===== src/hdl/mvdi_pkg.sv =====
// Shared types, sizes and helpers for the mesh vertex dedup indexer.
// No dependencies; imported by mvdi_ctrl, mvdi_datapath and the top level.
`default_nettype none

package mvdi_pkg;

  localparam int MAX_UNIQUE       = 256;
  localparam int WORDS_PER_VERTEX = 11;
  localparam int WORD_W           = 32;
  localparam int VERTEX_W         = WORDS_PER_VERTEX * WORD_W;
  localparam int ADDR_W           = (MAX_UNIQUE > 1) ? $clog2(MAX_UNIQUE) : 1;
  localparam int COUNT_W          = $clog2(MAX_UNIQUE + 1);

  localparam int IDX_W   = 8;
  localparam int TOTAL_W = 9;
  localparam int IDX_SAT   = 255;
  localparam int TOTAL_SAT = 511;

  localparam int S_TDATA_W = ((VERTEX_W + 7) / 8) * 8;
  localparam int M_FIELD_W = IDX_W + 1 + 1 + TOTAL_W;
  localparam int M_TDATA_W = ((M_FIELD_W + 7) / 8) * 8;

  typedef struct packed {
    logic accept;   // latch the incoming vertex, apply new_mesh
    logic scan;     // walk the stored entries
    logic resolve;  // commit result, append if needed
  } ctrl_cmd_t;

  typedef struct packed {
    logic hit;        // current compare matched
    logic exhausted;  // every stored entry compared, no match
    logic out_free;   // output register can take a result
  } dp_status_t;

  function automatic logic [IDX_W-1:0] sat_index(input logic [COUNT_W-1:0] v);
    if (v > COUNT_W'(IDX_SAT)) begin
      return IDX_W'(IDX_SAT);
    end
    return IDX_W'(v);
  endfunction

  function automatic logic [TOTAL_W-1:0] sat_total(input logic [COUNT_W-1:0] v);
    if (v > COUNT_W'(TOTAL_SAT)) begin
      return TOTAL_W'(TOTAL_SAT);
    end
    return TOTAL_W'(v);
  endfunction

endpackage

`default_nettype wire


===== src/hdl/mvdi_ctrl.sv =====
// Controller state machine: sequences accept, table scan and result commit.
// Depends on mvdi_pkg.
`default_nettype none

module mvdi_ctrl (
  input  wire logic                 clk,
  input  wire logic                 rst,
  input  wire logic                 s_tvalid,
  output logic                      s_tready,
  input  wire mvdi_pkg::dp_status_t status,
  output mvdi_pkg::ctrl_cmd_t       cmd
);
  import mvdi_pkg::*;

  typedef enum logic [2:0] {
    ST_IDLE    = 3'b001,
    ST_SCAN    = 3'b010,
    ST_RESOLVE = 3'b100
  } state_t;

  state_t state, state_next;

  assign s_tready = (state == ST_IDLE);

  always_comb begin
    state_next  = state;
    cmd         = '0;
    case (state)
      ST_IDLE: begin
        cmd.accept = s_tvalid;
        if (s_tvalid) begin
          state_next = ST_SCAN;
        end
      end
      ST_SCAN: begin
        cmd.scan = 1'b1;
        if (status.hit || status.exhausted) begin
          state_next = ST_RESOLVE;
        end
      end
      ST_RESOLVE: begin
        // hold until the output register is free
        if (status.out_free) begin
          cmd.resolve = 1'b1;
          state_next  = ST_IDLE;
        end
      end
      default: begin
        state_next = ST_IDLE;
      end
    endcase
  end

  always_ff @(posedge clk) begin
    if (rst) begin
      state <= ST_IDLE;
    end else begin
      state <= state_next;
    end
  end

endmodule

`default_nettype wire


===== config.mk =====
export PLATFORM = sky130hd
export DESIGN_NAME = mvdi_ctrl
export DESIGN_NICKNAME = d
export VERILOG_FILES = /design/src/hdl/mvdi_pkg.sv /design/src/hdl/mvdi_ctrl.sv
export SDC_FILE = /design/constraint.sdc
export NUM_CORES = 1
export LEC_CHECK = 0
export BUFFER_PORTS_ARGS = -buffer_cell sky130_fd_sc_hd__buf_2
export CORE_AREA = 2 2 39 41
export DETAILED_ROUTE_END_ITERATION = 8
export DIE_AREA = 0 0 41 43
export PLACE_DENSITY_LB_ADDON = 0.25
export SETUP_SLACK_MARGIN = 0.2
export SYNTH_ARGS = -nofsm -noshare
export SYNTH_HDL_FRONTEND = slang
export SYNTH_SLANG_ARGS = --single-unit
export TNS_END_PERCENT = 30

===== constraint.sdc =====
create_clock -name clk -period 1.2 [get_ports clk]
set_input_delay 0.24 -clock clk [delete_from_list [all_inputs] [get_ports clk]]
set_output_delay 0.24 -clock clk [all_outputs]
set_load 0.01 [all_outputs]

=== Yosys cells after proc, flatten, opt, wreduce, memory -nomap -nowiden ===
Cells that the tools add are included.

* Logic and storage cells: 17
* Register bits after elaboration: 3

* Reductions and logical operators: 2
* Equal/unequal tests: 6
* Mux-type cells: 8

{| class="wikitable"
|+ Operators with widths
! kind !! count
|-
| 2-to-1 mux 3 bit || 3
|-
| case mux 3 bit (3 select lines) || 1
|-
| != test 2 bit (second input constant) || 3
|-
| 2-to-1 mux 1 bit || 4
|-
| equality test 3 x 1 -> 1 bit (second input constant) || 1
|-
| equality test 3 x 2 -> 1 bit (second input constant) || 1
|-
| equality test 3 bit (second input constant) || 1
|-
| AND reduction 3 bit || 1
|-
| logical OR 1 bit || 1
|}

=== Longest topological paths before layout ===
* Depth in word-level cells: 3
* Mapped depth: 3
* Mapped depth without buffers: 3

=== Least setup slack after synthesis ===
OpenSTA, ideal clock, no wires.

* Path kind: register to output
* Start: register state[0]
* End: output port s_tready
* Data required time: 0.960 ns
* Cell stages (with the launch flop): 2
* Path slack: 0.254 ns
* Data arrival time: 0.706 ns
* Buffers on the path: 0
* Path through: dfxtp_1 nor3b_1

* Cells in the longest elaborated chain, start to end: 1

{| class="wikitable"
|+ RTL lines
! what !! RTL line !! text
|-
| start, declared || mvdi_ctrl.sv:21 || <nowiki>state_t state, state_next;</nowiki>
|-
| start signal, assigned || mvdi_ctrl.sv:58 || <nowiki>state <= state_next;</nowiki>
|-
| equality test 3 x 1 -> 1 bit || mvdi_ctrl.sv:23 || <nowiki>assign s_tready = (state == ST_IDLE);</nowiki>
|-
| end, declared || mvdi_ctrl.sv:9 || <nowiki>output logic s_tready,</nowiki>
|}

No other way between the ends.

==> results.sh <==
export IMPL_period_share=1.07
export IMPL_first_iter_violations=2
export IMPL_insertion_delay_ns=0.23
export IMPL_grt_max_degree=9
export IMPL_overflow=0
export IMPL_grt_usage=0.0681
export IMPL_io_buffers=9
export IMPL_drt_pass1_iter_count=4
export IMPL_violations="setup timing"
export IMPL_clock_path_buffers=2
export IMPL_syn_inst=19
export IMPL_maxCapViolations=0
export IMPL_maxSlewViolCount=0
export IMPL_num_nets_final=43
export IMPL_antenna_found_initial=0
export IMPL_reg_largest_list="state: 3 flops"
export IMPL_cts_root_buf="clkbuf_4"
export IMPL_fin_ws_ns=-0.0836
export IMPL_die_y_um=43
export IMPL_synth_seq_cells=3
export IMPL_fin_skew_ns=0.000465
export IMPL_yosysUniqueCellTypes=15
export IMPL_tritoncts="done"
export IMPL_setup_viol=3
export IMPL_htreeDepth=1
export IMPL_whs_ns=0.195
export IMPL_yosysWarnings=0
export IMPL_area_delta_synth_final_pct=82.0
export IMPL_drive_gt1_frac=0.611
export IMPL_dp_hpwl_um=326
export IMPL_tightestPinTransition_ns=0.254
export IMPL_io_pins=10
export IMPL_syn_num_nets=25
export IMPL_dp_worst_setup_slack_ns=0.122
export IMPL_irDropWorstVdd_uv=447
export IMPL_routed_via_density=4.13
export IMPL_endpoint_kind="output port"
export IMPL_hold_viol=0
export IMPL_drc=0
export IMPL_post_drt_wl_per_cell_um=10.1
export IMPL_hp_class="in2reg"
export IMPL_criticalPathCategory="reg2out"
export IMPL_numCtsBuffers=3
export IMPL_regMostFlops="state"
export IMPL_cp_max_fo=7
export IMPL_cts_sink_count=3
export IMPL_start_util=0.120
export IMPL_path_clk_slew_ns=0.04
export IMPL_diodes=0
export IMPL_min_period_ns=1.28
export IMPL_dpl_cell_count=44
export IMPL_vias=215
export IMPL_p_leak_nw=0.133
export IMPL_grt_pass1_wl_um=738
export IMPL_critPathLaunchType="register"
export IMPL_grt_pass1_vias=187
export IMPL_core_mm2=0.00138
export IMPL_drtAntennaViolNets=0
export IMPL_slew_headroom=0.828
export IMPL_seq_area_frac_synth=0.361
export IMPL_largest_reg_flops=3
export IMPL_stdcell_count=52
export IMPL_dieArea_mm2=0.00176
export IMPL_rows=14
export IMPL_gp_congestion=0.603
export IMPL_die_w_um=41
export IMPL_worstPathRequired_ns=0.96
export IMPL_syn_cell_area_um2=166
export IMPL_status="complete, but fails checks"
export IMPL_routed_wl_um=523
export IMPL_fmax_mhz=779
export IMPL_synth_area_per_cell_um2=8.76
export IMPL_power_density_mw_per_mm2=1190
export IMPL_rsz0062_at_grt="true"
export IMPL_arrival_ns=1.04
==> critical path, stage by stage (launching register included) <==
cell	delay (ns)
dfxtp_2	0.34
nand3b_1	0.20
nor2_2	0.12
buf_2	0.14
==> final timing paths <==
check,start,end,slack [ns],depth (start not counted)
worst max-delay path,state[1],cmd[2],-0.08,3
worst min-delay path,rst,state[2],0.20,2
worst max register to register,state[1],state[0],0.08,5
worst min register to register,state[0],state[2],0.45,1
==> where the power goes <==
part	switching, W	leakage, nW	internal (W)
combinational	0.0000257	0.0924	0.0000385
sequential	0.00000922	0.0255	0.000106
clock	0.0000568	0.0150	0.000125
==> cells by family after synthesis <==
kind of cell / after synthesis / synth area share
AND/OR/NAND/NOR: 11 / 0.414
flip-flops: 3 / 0.361
AO/OA/AOI/OAI: 4 / 0.203
buffers and inverters: 1 / 0.0225
==> cells in the final DEF, fill, tap and decap left out, drive strengths merged <==
master / n
nor3b: 1
buf: 13
nor4b: 1
nand2: 1
a211oi: 1
inv: 1
dfxtp: 3
clkbuf: 4
nand3b: 1
nor2: 3
or2: 1
nand2b: 1
o21ai: 1
o31a: 1
and4bb: 1
nor3: 1
o31ai: 1
==> timing repair <==
action,4_1_cts,5_1_grt
buffers inserted,2,2
hold buffers,0,0
cloned,0,0
gates resized for setup,3,3
endpoints found under the hold margin,0,0
pin swaps,1,1
setup endpoints to repair,5,6
==> synth_stat cells <==
library cell / instances / area share
nand3b_1: 1 / 0.045
a211oi_2: 1 / 0.075
and4bb_2: 1 / 0.075
o31ai_1: 1 / 0.045
nor4b_1: 1 / 0.053
o21ai_1: 1 / 0.030
nor2_1: 3 / 0.068
nand2b_1: 1 / 0.038
inv_1: 1 / 0.023
o31a_1: 1 / 0.053
dfxtp_1: 3 / 0.36
nor3b_1: 1 / 0.045
or2_1: 1 / 0.038
nand2_1: 1 / 0.023
nor3_1: 1 / 0.030
==> through the flow <==
step	utilization	setup TNS, ns	area, um^2	total power [W]
after floorplan	-	0	166	0.000138
after global placement	0.167	0	231	0.000161
after detailed placement	0.167	0	231	0.000160
after CTS	0.200	-0.182	277	0.000360
after global routing	0.219	-0.375	303	0.000387
final	0.219	-0.162	303	0.000361
==> metal layers <==
| metal | track usage | vias to the layer above | share of wire |
|---|---|---|---|
| li1 | - | 106 | - |
| met1 | 0.0799 | 96 | 0.47 |
| met2 | 0.0750 | 13 | 0.39 |
| met3 | 0.0681 | 0 | 0.14 |
| met4 | 0.0400 | 0 | 0 |
| met5 | 0 | - | 0 |
==> final cells by class <==
cell class / count / area (um^2)
timing repair buffer: 13 / 81.3
fill: 158 / 1080
clock buffer: 4 / 26.3
multi-input combinational: 15 / 105
inverter: 1 / 3.75
tap: 16 / 20.0
sequential: 3 / 66.3
(Power assumes the default switching activity.)
